File: src/design/atrs_pkg.sv
`default_nettype none

package atrs_pkg;

  // Machine phases
  localparam logic [1:0] PH_SEND   = 2'd0;
  localparam logic [1:0] PH_WAIT   = 2'd1;
  localparam logic [1:0] PH_RECV   = 2'd2;
  localparam logic [1:0] PH_UNUSED = 2'd3;

  // Status codes
  localparam logic [1:0] ST_PROC  = 2'd0;
  localparam logic [1:0] ST_OK    = 2'd1;
  localparam logic [1:0] ST_FTIME = 2'd2;
  localparam logic [1:0] ST_FRESP = 2'd3;

  // Init steps
  localparam logic [1:0] STEP_RESET = 2'd0;
  localparam logic [1:0] STEP_READY = 2'd1;
  localparam logic [1:0] STEP_ECHO  = 2'd2;
  localparam logic [1:0] STEP_MODE  = 2'd3;

  // Response classes
  localparam logic [1:0] CLS_EXPECTED = 2'd0;
  localparam logic [1:0] CLS_BUSY     = 2'd1;
  localparam logic [1:0] CLS_ASYNC    = 2'd2;
  localparam logic [1:0] CLS_OTHER    = 2'd3;

  // Register indexes
  localparam logic [2:0] REG_TO_RESET  = 3'd0;
  localparam logic [2:0] REG_TO_READY  = 3'd1;
  localparam logic [2:0] REG_TO_ECHO   = 3'd2;
  localparam logic [2:0] REG_TO_MODE   = 3'd3;
  localparam logic [2:0] REG_RET_RESET = 3'd4;
  localparam logic [2:0] REG_RET_ECHO  = 3'd5;
  localparam logic [2:0] REG_BUSY_XTRA = 3'd6;

  localparam int unsigned PADDR_W = 5;

  typedef struct packed {
    logic [15:0] timeout_reset_ms;
    logic [15:0] timeout_ready_ms;
    logic [15:0] timeout_echo_ms;
    logic [15:0] timeout_mode_ms;
    logic [3:0]  retries_reset;
    logic [3:0]  retries_echo;
    logic [15:0] busy_extra_ms;
  } cfg_t;

  typedef struct packed {
    logic [1:0] status;
    logic       send_strobe;
    logic [1:0] step_index;
    logic       packet_taken;
  } result_t;

endpackage

`default_nettype wire

File: src/design/atrs_cfg_regs.sv
`default_nettype none

module atrs_cfg_regs (
  input  wire                          clk_i,
  input  wire                          rst_ni,
  input  wire                          psel,
  input  wire                          penable,
  input  wire                          pwrite,
  input  wire [atrs_pkg::PADDR_W-1:0]  paddr,
  input  wire [31:0]                   pwdata,
  output logic [31:0]                  prdata,
  output logic                         pready,
  output atrs_pkg::cfg_t               cfg_o
);
  import atrs_pkg::*;

  cfg_t       cfg_q;
  logic       wr_en;
  logic [2:0] reg_idx;

  assign pready  = 1'b1;
  assign reg_idx = paddr[4:2];
  assign wr_en   = psel && penable && pwrite;

  // Write the addressed register, masked to its width
  always_ff @(posedge clk_i or negedge rst_ni) begin
    if (!rst_ni) begin
      cfg_q.timeout_reset_ms <= 16'd500;
      cfg_q.timeout_ready_ms <= 16'd3000;
      cfg_q.timeout_echo_ms  <= 16'd500;
      cfg_q.timeout_mode_ms  <= 16'd500;
      cfg_q.retries_reset    <= 4'd3;
      cfg_q.retries_echo     <= 4'd3;
      cfg_q.busy_extra_ms    <= 16'd1000;
    end else if (wr_en) begin
      unique case (reg_idx)
        REG_TO_RESET:  cfg_q.timeout_reset_ms <= pwdata[15:0];
        REG_TO_READY:  cfg_q.timeout_ready_ms <= pwdata[15:0];
        REG_TO_ECHO:   cfg_q.timeout_echo_ms  <= pwdata[15:0];
        REG_TO_MODE:   cfg_q.timeout_mode_ms  <= pwdata[15:0];
        REG_RET_RESET: cfg_q.retries_reset    <= pwdata[3:0];
        REG_RET_ECHO:  cfg_q.retries_echo     <= pwdata[3:0];
        REG_BUSY_XTRA: cfg_q.busy_extra_ms    <= pwdata[15:0];
        default: ;
      endcase
    end
  end

  // Read back
  always_comb begin
    unique case (reg_idx)
      REG_TO_RESET:  prdata = {16'd0, cfg_q.timeout_reset_ms};
      REG_TO_READY:  prdata = {16'd0, cfg_q.timeout_ready_ms};
      REG_TO_ECHO:   prdata = {16'd0, cfg_q.timeout_echo_ms};
      REG_TO_MODE:   prdata = {16'd0, cfg_q.timeout_mode_ms};
      REG_RET_RESET: prdata = {28'd0, cfg_q.retries_reset};
      REG_RET_ECHO:  prdata = {28'd0, cfg_q.retries_echo};
      REG_BUSY_XTRA: prdata = {16'd0, cfg_q.busy_extra_ms};
      default:       prdata = 32'd0;
    endcase
  end

  assign cfg_o = cfg_q;

endmodule

`default_nettype wire

File: src/design/atrs_core.sv
`default_nettype none

module atrs_core (
  input  wire                      clk_i,
  input  wire                      rst_ni,
  input  wire                      fire_i,
  input  wire [31:0]               now_ms_i,
  input  wire                      packet_ready_i,
  input  wire [1:0]                resp_class_i,
  input  atrs_pkg::cfg_t           cfg_i,
  output atrs_pkg::result_t        res_o
);
  import atrs_pkg::*;

  logic [1:0]  phase_q, phase_d;
  logic [1:0]  step_q, step_d;
  logic [31:0] sent_time_q, sent_time_d;
  logic        busy_q, busy_d;
  logic [3:0]  wait_ret_q, wait_ret_d;
  logic [3:0]  recv_ret_q, recv_ret_d;
  logic [1:0]  cls_q, cls_d;

  logic [15:0] step_to;
  logic [3:0]  max_ret;
  logic [16:0] limit;
  logic [31:0] elapsed;
  logic [1:0]  res;
  logic [1:0]  shown;
  logic        strobe;
  logic        taken;
  logic        fail;

  // Per-step timeout and retry limit
  always_comb begin
    unique case (step_q)
      STEP_RESET: begin
        step_to = cfg_i.timeout_reset_ms;
        max_ret = cfg_i.retries_reset;
      end
      STEP_READY: begin
        step_to = cfg_i.timeout_ready_ms;
        max_ret = 4'd0;
      end
      STEP_ECHO: begin
        step_to = cfg_i.timeout_echo_ms;
        max_ret = cfg_i.retries_echo;
      end
      default: begin
        step_to = cfg_i.timeout_mode_ms;
        max_ret = 4'd0;
      end
    endcase
  end

  assign limit   = {1'b0, step_to} + (busy_q ? {1'b0, cfg_i.busy_extra_ms} : 17'd0);
  assign elapsed = now_ms_i - sent_time_q;

  // Advance the send, wait, receive machine
  always_comb begin
    phase_d     = phase_q;
    sent_time_d = sent_time_q;
    busy_d      = busy_q;
    wait_ret_d  = wait_ret_q;
    recv_ret_d  = recv_ret_q;
    cls_d       = cls_q;
    res         = ST_PROC;
    strobe      = 1'b0;
    taken       = 1'b0;
    unique case (phase_q)
      PH_WAIT: begin
        if (packet_ready_i) begin
          wait_ret_d = 4'd0;
          cls_d      = resp_class_i;
          phase_d    = PH_RECV;
          taken      = 1'b1;
        end else if (elapsed >= {15'd0, limit}) begin
          busy_d  = 1'b0;
          phase_d = PH_SEND;
          if (wait_ret_q < max_ret) begin
            wait_ret_d = wait_ret_q + 4'd1;
          end else begin
            wait_ret_d = 4'd0;
            res        = ST_FTIME;
          end
        end
      end
      PH_RECV: begin
        unique case (cls_q)
          CLS_EXPECTED: begin
            phase_d    = PH_SEND;
            recv_ret_d = 4'd0;
            res        = ST_OK;
          end
          CLS_BUSY: begin
            busy_d  = 1'b1;
            phase_d = PH_WAIT;
          end
          CLS_ASYNC: phase_d = PH_WAIT;
          default: begin
            phase_d = PH_SEND;
            if (recv_ret_q < max_ret) begin
              recv_ret_d = recv_ret_q + 4'd1;
            end else begin
              recv_ret_d = 4'd0;
              res        = ST_FRESP;
            end
          end
        endcase
      end
      default: begin
        // Send phase; the unused code behaves the same
        strobe      = (step_q != STEP_READY);
        sent_time_d = now_ms_i;
        phase_d     = PH_WAIT;
      end
    endcase
  end

  // Move between init steps and pick the status shown
  always_comb begin
    fail   = (res == ST_FTIME) || (res == ST_FRESP);
    step_d = step_q;
    shown  = ST_PROC;
    unique case (step_q)
      STEP_RESET: begin
        if (res == ST_OK) step_d = STEP_READY;
        else if (fail) shown = res;
      end
      STEP_READY: begin
        if (res != ST_PROC) step_d = STEP_ECHO;
      end
      STEP_ECHO: begin
        if (res == ST_OK) begin
          step_d = STEP_MODE;
        end else if (fail) begin
          step_d = STEP_RESET;
          shown  = res;
        end
      end
      default: begin
        if (res != ST_PROC) begin
          step_d = STEP_RESET;
          shown  = res;
        end
      end
    endcase
  end

  // Update state once per accepted poll
  always_ff @(posedge clk_i or negedge rst_ni) begin
    if (!rst_ni) begin
      phase_q     <= PH_SEND;
      step_q      <= STEP_RESET;
      sent_time_q <= 32'd0;
      busy_q      <= 1'b0;
      wait_ret_q  <= 4'd0;
      recv_ret_q  <= 4'd0;
      cls_q       <= CLS_EXPECTED;
    end else if (fire_i) begin
      phase_q     <= phase_d;
      step_q      <= step_d;
      sent_time_q <= sent_time_d;
      busy_q      <= busy_d;
      wait_ret_q  <= wait_ret_d;
      recv_ret_q  <= recv_ret_d;
      cls_q       <= cls_d;
    end
  end

  assign res_o.status       = shown;
  assign res_o.send_strobe  = strobe;
  assign res_o.step_index   = step_q;
  assign res_o.packet_taken = taken;

`ifndef SYNTH
  a_phase_reachable: assert property (@(posedge clk_i) disable iff (!rst_ni)
    phase_q != PH_UNUSED)
    else $error("phase left the send, wait, receive set");

  a_send_to_wait: assert property (@(posedge clk_i) disable iff (!rst_ni)
    fire_i && (phase_q == PH_SEND) |=> (phase_q == PH_WAIT))
    else $error("send phase did not move to wait");

  a_taken_latches: assert property (@(posedge clk_i) disable iff (!rst_ni)
    fire_i && res_o.packet_taken |=> (phase_q == PH_RECV) && (wait_ret_q == 4'd0))
    else $error("taken packet did not enter receive phase");

  a_ready_silent: assert property (@(posedge clk_i) disable iff (!rst_ni)
    (step_q == STEP_READY) |-> !res_o.send_strobe)
    else $error("ready wait sent a command");

  a_idle_hold: assert property (@(posedge clk_i) disable iff (!rst_ni)
    !fire_i |=> $stable(phase_q) && $stable(step_q))
    else $error("state moved without a poll");
`endif

endmodule

`default_nettype wire

File: src/design/at_command_retry_sequencer.sv
// Channel | Handshake                 | Payload
// --------+---------------------------+------------------------------------------------
// in      | in_valid_i / in_ready_o   | now_ms_i, packet_ready_i, resp_class_i
// out     | out_valid_o / out_ready_i | status_o, send_strobe_o, step_index_o,
//         |                           | packet_taken_o
// cfg     | psel/penable/pwrite/pready| paddr, pwdata, prdata (APB, registers at 4*i)
//
// One poll per cycle sustained while the result is taken; an accepted poll passes in order
// through the input register, then once through the step logic into the result register.
// The machine state updates in the same edge that loads the result register.
// A stalled result holds the result register; the input register still takes one
// more poll, then in_ready_o drops until the result moves.
// Reset (rst_ni low, asynchronous) empties both registers and restores the defaults.
`default_nettype none

module at_command_retry_sequencer (
  input  wire                          clk_i,
  input  wire                          rst_ni,
  input  wire                          in_valid_i,
  output logic                         in_ready_o,
  input  wire [31:0]                   now_ms_i,
  input  wire                          packet_ready_i,
  input  wire [1:0]                    resp_class_i,
  output logic                         out_valid_o,
  input  wire                          out_ready_i,
  output logic [1:0]                   status_o,
  output logic                         send_strobe_o,
  output logic [1:0]                   step_index_o,
  output logic                         packet_taken_o,
  input  wire                          psel,
  input  wire                          penable,
  input  wire                          pwrite,
  input  wire [atrs_pkg::PADDR_W-1:0]  paddr,
  input  wire [31:0]                   pwdata,
  output logic [31:0]                  prdata,
  output logic                         pready
);
  import atrs_pkg::*;

  cfg_t        cfg;
  result_t     res;
  result_t     res_q;
  logic        in_vld_q;
  logic        out_vld_q;
  logic [31:0] now_q;
  logic        pkt_q;
  logic [1:0]  cls_q;
  logic        advance;
  logic        fire;

  atrs_cfg_regs u_cfg (
    .clk_i   (clk_i),
    .rst_ni  (rst_ni),
    .psel    (psel),
    .penable (penable),
    .pwrite  (pwrite),
    .paddr   (paddr),
    .pwdata  (pwdata),
    .prdata  (prdata),
    .pready  (pready),
    .cfg_o   (cfg)
  );

  atrs_core u_core (
    .clk_i          (clk_i),
    .rst_ni         (rst_ni),
    .fire_i         (fire),
    .now_ms_i       (now_q),
    .packet_ready_i (pkt_q),
    .resp_class_i   (cls_q),
    .cfg_i          (cfg),
    .res_o          (res)
  );

  assign advance    = !out_vld_q || out_ready_i;
  assign fire       = in_vld_q && advance;
  assign in_ready_o = !in_vld_q || advance;

  // Hold the accepted item until the step logic takes it
  always_ff @(posedge clk_i or negedge rst_ni) begin
    if (!rst_ni) begin
      in_vld_q <= 1'b0;
    end else if (in_ready_o) begin
      in_vld_q <= in_valid_i;
    end
  end

  always_ff @(posedge clk_i) begin
    if (in_ready_o && in_valid_i) begin
      now_q <= now_ms_i;
      pkt_q <= packet_ready_i;
      cls_q <= resp_class_i;
    end
  end

  // Result register
  always_ff @(posedge clk_i or negedge rst_ni) begin
    if (!rst_ni) begin
      out_vld_q <= 1'b0;
    end else if (advance) begin
      out_vld_q <= in_vld_q;
    end
  end

  always_ff @(posedge clk_i) begin
    if (fire) begin
      res_q <= res;
    end
  end

  assign out_valid_o    = out_vld_q;
  assign status_o       = res_q.status;
  assign send_strobe_o  = res_q.send_strobe;
  assign step_index_o   = res_q.step_index;
  assign packet_taken_o = res_q.packet_taken;

endmodule

`default_nettype wire
File: config.mk
export PLATFORM = sky130hd
export DESIGN_NAME = at_command_retry_sequencer
export DESIGN_NICKNAME = d
export VERILOG_FILES = /design/src/design/atrs_pkg.sv /design/src/design/atrs_cfg_regs.sv /design/src/design/atrs_core.sv /design/src/design/at_command_retry_sequencer.sv
export SDC_FILE = /design/constraint.sdc
export NUM_CORES = 1
export LEC_CHECK = 0
export ABC_AREA = 1
export BUFFER_PORTS_ARGS = -buffer_cell sky130_fd_sc_hd__buf_2
export CORE_MARGIN = 8
export CORE_UTILIZATION = 45
export CTS_BUF_LIST = sky130_fd_sc_hd__clkbuf_4 sky130_fd_sc_hd__clkbuf_8 sky130_fd_sc_hd__clkbuf_16
export DETAILED_ROUTE_END_ITERATION = 16
export PLACE_DENSITY_LB_ADDON = 0.12
export RECOVER_POWER = 25
export SYNTH_ARGS = -nofsm -noshare
export SYNTH_HDL_FRONTEND = slang
export SYNTH_SLANG_ARGS = --single-unit
File: constraint.sdc
create_clock -name clk_i -period 6 [get_ports clk_i]
set_input_delay 0.9 -clock clk_i [delete_from_list [all_inputs] [get_ports clk_i]]
set_output_delay 0.9 -clock clk_i [all_outputs]
set_load 0.01 [all_outputs]
; Word level (Yosys, flattened, before mapping)
; Index checks and enable logic that the tools add are counted.
[totals]
mem_count = 0
mem_bits_ro = 0
latch_bits = 0
out_inout_bits = 41
elab_cells = 122
reg_bits = 178
inputBits = 79
ramBits = 0
[classes]
n_div = 0
mul = 0
add_sub_neg = 4
shift = 0
n_eq_ne = 23
magnitude_cmp = 3
reduce_logical = 33
n_bitwise = 2
n_mux = 34
[ops]
columns = cell, n
row1 = 16-bit one-hot mux with 7 select lines, 1
row2 = 16-bit one-hot mux with 3 select lines, 1
row3 = 32-bit by 17-bit greater-or-equal comparator with 1-bit output, 1
row4 = 32-bit subtractor, 1
row5 = 2-bit 2-to-1 mux, 14
row6 = 2-bit AND reduction, 9
row7 = 16-bit by 17-bit adder with 17-bit output, 1
row8 = 16-bit 2-to-1 mux, 1
row9 = 4-bit 2-to-1 mux, 4
row10 = 2-bit one-hot mux with 2 select lines, 4
row11 = 4-bit one-hot mux with 2 select lines, 2
row12 = 2-bit == test (second input constant), 5
row13 = 2-bit by 1-bit != test with 1-bit output (second input constant), 5
row14 = 5-bit AND reduction, 2
row15 = 3-bit == test (second input constant), 3
row16 = 3-bit AND reduction, 3
row17 = 4-bit by 1-bit adder with 4-bit output (second input constant), 2
row18 = 2-bit by 1-bit == test with 1-bit output (second input constant), 4
row19 = 4-bit < comparator, 2
row20 = 3-bit by 2-bit == test with 1-bit output (second input constant), 2
row21 = 2-bit one-hot mux with 3 select lines, 1
row22 = 2-bit nonzero test, 3
row23 = 2-bit OR reduction, 3
row24 = 1-bit 2-to-1 mux, 5
row25 = other kinds (12), 20

; Logic depth before layout (Yosys ltp)
; Gate-level depths: netlist of run 1.
[depth]
word_depth = 12
mapped_depth = 36
depth_no_buf = 35

; By module
; Synthesis of run 1 repeated with hierarchy kept, for this count alone.
[unflattened]
cells_unflattened = 1729
area_unflattened_um2 = 12308.1
[by_module_without_submodules]
columns = module, area_per_inst_um2, cells_per_inst, n_inst, seq_area_each_um2
row1 = atrs_core, 6487.5, 1091, 1, 1176.1
row2 = atrs_cfg_regs, 4494.3, 585, 1, 2245.9
row3 = at_command_retry_sequencer, 1326.3, 53, 1, 1281.2

; Least setup slack after synthesis of run 1
; OpenSTA, ideal clock, no wires.
[synth_path]
path_type = register to register
from = reg u_core.step_q[1]
to = reg u_core.step_q[1]
setup_ps = 120
path_buffers = 2
arrival_ps = 4433
slack_ps = 1447
synth_period_minus_slack_ps = 4553
required_time_ps = 5880
stages_incl_launch_ff = 34
cell_sequence = dfrtp_1 > buf_2 > nand2_1 > clkbuf_1 > clkinv_1 > a22o_1 > a21oi_1 > o21ai_0 > ha_1 > inv_1 > o21bai_1 > a21oi_1 > o21bai_1 > a21oi_1 > o21ai_0 > a31oi_1 > xor2_1 > ha_1 > inv_1 > nor3_1 > a211oi_1 > nand2_1 > a21oi_1 > nor2_1 > nor2_1 > nand3_2 > nand2_2 > nand2_2 > nand2_4 > nand2_2 > nand2_2 > nand2_2 > nand2_1 > nand2_1
[synth_between]
elab_chain_cells = 11
elab_cells_between_ends = 27
cone_classes = 1 x add/sub / 3 x order compare / 8 x eq/ne / 10 x mux / 5 x reduce/logical
[synth_rtl]
columns = item, line
row1 = from (decl), atrs_core.sv:16  ; logic [1:0] step_q, step_d;
row2 = from (signal assigned), atrs_core.sv:161  ; step_q <= step_d;
row3 = 2-bit == test (tied with other cells), "atrs_core.sv:35, atrs_core.sv:124"
row4 = 16-bit one-hot mux with 3 select lines or 4-bit one-hot mux with 2 select lines (tied branches), atrs_core.sv:35  ; unique case (step_q)
row5 = 16-bit by 17-bit adder with 17-bit output or 4-bit < comparator (tied branches), "atrs_core.sv:55, atrs_core.sv:79"
row6 = 32-bit by 17-bit greater-or-equal comparator with 1-bit output or 2-bit 2-to-1 mux (tied branches), "atrs_core.sv:76, atrs_core.sv:79"
row7 = 2-bit 2-to-1 mux, atrs_core.sv:76  ; end else if (elapsed >= {15'd0, limit}) begin
row8 = 2-bit 2-to-1 mux, atrs_core.sv:71  ; if (packet_ready_i) begin
row9 = 2-bit one-hot mux with 2 select lines, atrs_core.sv:69  ; unique case (phase_q)
row10 = 2-bit == test, atrs_core.sv:121  ; fail = (res == ST_FTIME) || (res == ST_FRESP);
row11 = 1-bit logical OR, atrs_core.sv:121
row12 = 3-bit by 1-bit != test with 1-bit output (no source line), -
row13 = 5-bit AND reduction (no source line), -
; Parallel ways exist; a longest one is shown, timed or not.
; A chain may end at the register's enable or synchronous reset.

; Worst setup path after layout of run 1
; Ends and elaborated chain as after synthesis.

==> out/results.ini, run 1 <==
[floorplan]
std_cell_rows = 59
die_area_mm2 = 0.03132
start_util_pct = 45.27
die_height_um = 177.0
core_mm2 = 0.02576
io_pins = 120
die_x_um = 177.0

[sta]
relSlewSlack_pct = -194.7
min_period_ns = 5.335
hold_viol = 0
drv_slew = 81
tightest_slew_ns = 4.420
finalCritPeriodShare_pct = 88.92
grt_setup_unrepaired = false
skew_ns = 0.01475
max_freq_mhz = 187.4
finalSetupViolations = 0
setup_tns_ns = 0

[power]
powerDensity_mw_per_mm2 = 432.8
worst_ir_drop_vdd_mv = 0.1734
p_leak_uw = 0.006736
power_uw = 5625

[cts]
cts_buffers = 17
ctsHoldBuffers = 0
clkLatencyLatePin_ns = 0.45
ctsHtreeMaxLevel = 4
clkTransAtPathRegs_ns = 0.08
clock_path_buffers = 2
cts.sinks = 178
tritoncts = yes
cts_root_buf = clkbuf_16
post_cts_buffers = 0
ctsResizeCount = 0

[logic_synthesis]
netlist_instances = 1563
synth_simple_gate_area_share_pct = 23.30
ys_ff_latch = 178
synthTopCellsByArea = dfrtp_1 (22%), nand2_1 (14%), edfxtp_1 (11%)
synth_top_family_by_area = simple AND/OR/NAND/NOR gates
synth_edf_count = 41
synth.distinct_cells = 47
yosysSeqAreaShare_pct = 40.33
syn_area_mm2 = 0.01166
synth_fa_ha_area_share_pct = 8.604
synth.top_cell.area_share_pct = 21.89
synth_xor_area_share_pct = 2.553
synth-main-ff-cell = dfrtp_1
yosys-mux-area-fraction_pct = 0.09656
ys_warn_count = 0
synth_largest_area_cell = dfrtp_1
postSynthAreaPerCell_um2 = 7.462
synth_compound_gate_area_share_pct = 13.78
postSynth.asyncResetShare_pct = 76.97

[global_routing]
grt_max_degree = 81
first_global_vias = 9805
grtUsageTotal_pct = 19.70
grt_pass1_wl_mm = 49.67
use_met2_pct = 33.29
grt.overflow.total = 0
met3_usage_pct = 2.518
antenna_found_initial = 0
grt-busiest-layer = met2
use_met1_pct = 25.86

[detailed_routing]
vias = 10120
drt-initial-drc-count = 594
wl_per_cell_um = 15.16
vias_per_cell = 5.086
first_pass_iters = 5
drc = 0
wl_mm = 30.18
ant_nets = 0

[setup_path]
crit_fanout = 9
arrival_ns = 5.67
regToRegEndpoint = u_core.step_q[1]
required_ns = 6.34
path_class = register to register
r2r-start = u_core.step_q[1]
regToRegSetupSlack_ns = 0.66
cp-start-kind = register
crit_slowest_cell = dfrtp_1
worstRegToRegCells = 33
slowest_delay_ns = 0.53
critPathCaptureType = register

[place]
portBuffers = 84
place_congestion = 0.8904
dp_hpwl_mm = 22.44

[cells_and_area]
layout-drive-gt1-share_pct = 12.21
area_growth_pct = 11.44
fin_nets = 1800
num_antenna_cells = 0

[outcome]
violations = capacitance limit, slew limit
status = finished, violations left

[flow_run]
cap_violations = 1

[min_path]
worst_hold_path.endpoint = u_cfg.cfg_o[38]
hold_path.class = register to register
hp-start = u_cfg.cfg_o[38]
whs_path_depth = 2

cells in the final DEF, fill, tap and decap left out, drive strengths merged, types with 2 or more instances in the layout:
cell	instances
o21bai	6
nand3	48
o21ai	122
o22ai	19
conb	17
nand2	454
clkbuf	19
o31ai	2
nand3b	5
buf	95
nand4	14
ha	77
a211oi	4
a221oi	11
a22o	5
o2111ai	10
xor2	27
nor2	115
dfrtp	102
fa	2
clkinv	10
and2	2
xnor2	7
edfxtp	41
nor3	14
a31oi	2
o221ai	6
a21o	3
dfstp	35
a21oi	86
o211ai	3
inv	286
routing by layer:
layer | up-vias | wire (um)
met3 | 40 | 1239
met1 | 4696 | 13680
met5 | - | 0
met4 | 0 | 571
met2 | 255 | 14680
li1 | 5130 | -
layout make-up:
| cell class | instances | area (um2) |
|---|---|---|
| clock buffers | 18 | 432.9 |
| clock inverters | 14 | 167.7 |
| fillers | 2574 | 12770 |
| inverters | 282 | 1059 |
| multi-input cells | 1067 | 5705 |
| flip-flops and latches | 178 | 4703 |
| well taps | 335 | 419.2 |
| repair buffers | 96 | 509.2 |
worst max-delay path: cells and delay by family, from the launching register on:
family	cells	cell delay, ns
XOR/XNOR	1	0.16
AND/OR/NAND/NOR	16	1.47
adder cells (fa/ha/maj)	2	0.67
AO/OA/AOI/OAI	11	1.98
buffers and inverters	3	0.40
flip-flops	1	0.53
registers in the layout, indices dropped and copies added, names as in the netlist, 2 cells and up:
name	flops
u_cfg.cfg_o	88
status_o	2
u_core.cls_q	2
cls_q	2
u_core.wait_ret_q	4
u_core.step_q	2
u_core.phase_q	2
now_q	32
u_core.recv_ret_q	4
u_core.sent_time_q	32
step_index_o	2
metrics by stage:
stage	area [um2]	worst slack, ns	util (%)	instances	hold WS [ns]
2_1_floorplan	11720	1.447	-	1578	0.4196
3_3_place_gp	12400	0.7481	48.14	1958	0.4679
3_5_place_dp	12400	0.6440	48.14	1958	0.4740
4_1_cts	13000	0.6471	50.47	1990	0.4918
5_1_grt	13000	0.1312	50.44	1990	0.5101
6_report	13000	0.6648	50.44	1990	0.4899
report_power, final:
part	internal, uW	switching (uW)
logic	997	1760
registers	1570	161
clock network	568	568
total	3130	2490
synthesized netlist by cell type, types with 3 or more instances:
cell / instances
o221ai_1: 6
xnor2_1: 7
a21o_1: 3
o21ai_0: 121
clkbuf_1: 33
a21oi_1: 86
o21bai_1: 6
ha_1: 77
nor2_2: 8
a211oi_1: 4
nand3_2: 5
o22ai_1: 19
dfstp_2: 35
inv_1: 279
nand2_1: 435
nor3_1: 13
edfxtp_1: 41
nand3_1: 43
o211ai_1: 3
buf_4: 17
a22o_1: 5
xor2_1: 27
dfrtp_1: 102
nand4_1: 14
nand3b_1: 5
a221oi_1: 11
o2111ai_1: 10
nor2_1: 106
nand2_2: 17
worst max path at each step:
stage / from / to / slack [ns] / cells past startpoint
3_5_place_dp: u_core.step_q[1] / u_core.step_q[1] / 0.64 / 33
5_1_grt: u_core.step_q[1] / u_core.step_q[1] / 0.13 / 32
4_1_cts: u_core.step_q[1] / u_core.step_q[1] / 0.65 / 33
3_3_place_gp: u_core.step_q[1] / u_core.step_q[1] / 0.75 / 33
2_1_floorplan: u_core.step_q[1] / u_core.step_q[1] / 1.45 / 33
6_report: u_core.step_q[1] / u_core.step_q[1] / 0.66 / 33
cells by family (layout without fill, tap and decap cells):
logic type | after synthesis | count (layout)
xor gates and xnor gates | 34 | 34
other | 2 | 17
AOI/OAI and AO/OA | 281 | 281
muxes | 1 | 1
adders and majority gates | 79 | 79
DFF | 178 | 178
buffers and inverters | 333 | 410
and+or+nand+nor | 655 | 655
(Power assumes the default switching activity.)
==> run 2: changes to the inputs <==
--- a/config.mk
+++ b/config.mk
@@ -5,7 +5,6 @@
 export SDC_FILE = /design/constraint.sdc
 export NUM_CORES = 1
 export LEC_CHECK = 0
-export ABC_AREA = 1
 export BUFFER_PORTS_ARGS = -buffer_cell sky130_fd_sc_hd__buf_2
 export CORE_MARGIN = 8
 export CORE_UTILIZATION = 45
==> out/results.ini, run 2 <==
[outcome]
status = complete, no violations

[cells_and_area]
area_growth_pct = 11.97
layout_common_cells = mux2_2 (141), dfrtp_1 (101), buf_2 (83), ha_1 (77), nand2_1 (55)
fin_nets = 1267  ; -30%
post-route-util_pct = 51.06  ; +0.62 points
largest_reg_flops = 88  ; unchanged
stdcell_count = 1452  ; -27%
layout-drive-gt1-share_pct = 31.11  ; +19 points
final_common_cell = mux2_2
num_antenna_cells = 0  ; unchanged
fillers = 2340  ; -9.1%

[global_routing]
grt_max_degree = 84  ; +3.7%
grtUsageTotal_pct = 17.70  ; -2.0 points
grt.overflow.total = 0  ; unchanged
first_global_vias = 8295  ; -15%
antenna_found_initial = 0  ; unchanged
grt_pass1_wl_mm = 44.15  ; -11%

[sta]
hold_viol = 0  ; unchanged
setup_tns_ns = 0  ; unchanged
relSlewSlack_pct = 28.71  ; +220 points
skew_ns = 0.01340  ; -0.001350 ns
whs_ns = 0.4900  ; +0.0001540 ns
tightest_slew_ns = 1.065  ; -3.355 ns
max_freq_mhz = 178.8  ; -4.6%
drv_slew = 0  ; -100%
min_period_ns = 5.593  ; +0.2575 ns
finalSetupViolations = 0  ; unchanged
finalCritPeriodShare_pct = 93.21  ; +4.3 points

[min_path]
worst_hold_path.endpoint = u_core.cls_q[0]
hp-start = cls_q[0]
whs_path_depth = 1  ; -1
hold_path.class = register to register

[logic_synthesis]
synth_common_cells = mux2_2 (141), dfrtp_1 (102), ha_1 (77)
postSynth.asyncResetShare_pct = 76.97  ; unchanged
postSynthAreaPerCell_um2 = 11.04  ; +48%
synth.top_cell.area_share_pct = 22.36  ; +0.47 points
synth_largest_area_cell = dfrtp_1
synth_compound_gate_area_share_pct = 14.94  ; +1.2 points
synth_edf_count = 41  ; unchanged
netlist_instances = 1034  ; -34%
synth_fa_ha_area_share_pct = 8.789  ; +0.18 points
synth.distinct_cells = 84  ; +79%
yosysSeqAreaShare_pct = 41.19  ; +0.87 points
yosys-mux-area-fraction_pct = 17.90  ; +18 points
ys_ff_latch = 178  ; unchanged
synth_simple_gate_area_share_pct = 9.984  ; -13 points
synth-main-ff-cell = dfrtp_1
synth_xor_area_share_pct = 2.838  ; +0.28 points
synthTopCellsByArea = dfrtp_1 (22%), mux2_2 (14%), edfxtp_1 (11%)
synth_top_family_by_area = multiplexers
ys_warn_count = 0  ; unchanged
synth.most_common_cell = mux2_2
syn_area_mm2 = 0.01142  ; -2.1%

[setup_path]
regToRegSetupSlack_ns = 0.41  ; -0.26 ns
path_class = register to register
crit_fanout = 9  ; unchanged
worstRegToRegCells = 25  ; -24%
critPathCaptureType = register
regToRegEndpoint = u_core.step_q[0]
required_ns = 6.37  ; +0.03 ns
cp-start-kind = register
r2r-start = u_core.step_q[0]
arrival_ns = 5.96  ; +0.29 ns

[flow_run]
cap_violations = 0  ; -1

[cts]
cts.sinks = 178  ; unchanged
ctsHtreeMaxLevel = 4  ; unchanged
clock_path_buffers = 2  ; unchanged
ctsHoldBuffers = 0  ; unchanged
clkTransAtPathRegs_ns = 0.08  ; about the same
cts_root_buf = clkbuf_16
cts_buffers = 17  ; unchanged
clkLatencyLatePin_ns = 0.44  ; about the same
tritoncts = yes

[detailed_routing]
drt-initial-drc-count = 365  ; -39%
drc = 0  ; unchanged
vias = 8177  ; -19%
wl_mm = 26.72  ; -11%
first_pass_iters = 5  ; unchanged
wl_per_cell_um = 18.40  ; +21%
vias_per_cell = 5.632  ; +11%
ant_nets = 0  ; unchanged

[place]
post-place-cells = 1416  ; -28%
dp_hpwl_mm = 19.19  ; -15%
place_congestion = 0.8310  ; -6.7%
portBuffers = 84  ; unchanged

[floorplan]
core_mm2 = 0.02504  ; -2.8%
die_x_um = 175.3  ; -0.96%
start_util_pct = 45.60  ; +0.33 points
std_cell_rows = 58  ; -1.7%
io_pins = 120  ; unchanged
die_area_mm2 = 0.03072  ; -1.9%
die_height_um = 175.3  ; -0.96%

[power]
powerDensity_mw_per_mm2 = 475.6  ; +9.9%
p_leak_uw = 0.005604  ; -17%
power_uw = 6080  ; +8.1%
worst_ir_drop_vdd_mv = 0.1776  ; +2.4%

==> run 2: cell types whose count changed after synthesis, moves of 19 or more <==
cell / delta
o21ai_0: -86
inv_1: -225
a21oi_1: -49
mux2_2: +140
a22oi_1: +27
a21o_1: +25
nand2b_1: +19
nor2_1: -60
nand3_1: -29
nand2_1: -380
==> run 2: repair_timing <==
item                       CTS  global route
setup endpoints to repair    0            11
setup buffers                0             4
hold endpoints to repair     0             0
gates resized for setup      0             1
==> run 2: cell type report <==
class / count / area (um2) / area share [%]
clock buffers: 18 / 439.2 / 3.435
clock inverters: 14 / 175.2 / 1.370
inverters: 55 / 206.4 / 1.615
multi-input cells: 758 / 6306 / 49.33
flip-flops and latches: 178 / 4705 / 36.80
well taps: 330 / 412.9 / 3.230
repair buffers: 99 / 539.3 / 4.218
==> run 2: how the worst max path moves through the flow <==
stage	start	end	slack [ns]	cells past startpoint
floorplan	u_core.step_q[0]	u_core.phase_q[0]	0.33	26
global placement	u_core.step_q[0]	u_core.phase_q[0]	0.17	25
detailed placement	u_core.step_q[0]	u_core.phase_q[0]	0.13	25
CTS	u_core.step_q[0]	u_core.step_q[0]	0.08	25
global route	u_core.step_q[0]	u_core.step_q[0]	-0.002	25
finish	u_core.step_q[0]	u_core.step_q[0]	0.41	25
==> run 2: critical path: stages, from the launching register on <==
cell,delay [ns]
dfrtp_2,0.39
buf_4,0.16
mux4_2,0.52
ha_1,0.35
a21oi_1,0.22
o21ai_0,0.14
a21oi_1,0.21
nand2b_1,0.14
a21oi_1,0.08
o31a_1,0.28
o211a_1,0.23
o21a_1,0.16
nor2_1,0.11
xor2_1,0.17
ha_1,0.26
a21o_1,0.16
a21o_1,0.17
a21o_1,0.17
a21oi_1,0.14
o31ai_1,0.11
nor3_1,0.20
nand4bb_1,0.13
and4bb_1,0.34
o2111ai_4,0.22
a2111oi_2,0.36
a21o_1,0.12
==> run 2: logic make-up after synthesis <==
group,count (synthesis)
flops,178
compound gates,237
other cells,2
buf+inv,113
mux,165
simple gates,223
xor+xnor,37
fa+ha+maj,79
==> run 2: routing by layer <==
metal  part of all wire [%]  vias to the layer above  track usage [%]
met5                      0                        -                0
met4                    1.6                        0            5.193
met3                    2.9                       29            2.770
met2                     47                      122            28.78
met1                     48                     4057            24.03
li1                       -                     3969                -
==> run 2: per-stage QoR <==
stage | instance area [um2] | worst slack [ns]
2_1_floorplan | 11470 | 0.3337
3_3_place_gp | 12140 | 0.1663
3_5_place_dp | 12140 | 0.1256
4_1_cts | 12750 | 0.07741
5_1_grt | 12780 | -0.002049
6_report | 12780 | 0.4073
==> run 2: power by group <==
part / switching, uW / total, uW / internal (uW)
logic: 1720 / 3150 / 1430
registers: 201 / 1770 / 1570
clock network: 575 / 1160 / 581
total: 2490 / 6080 / 3580
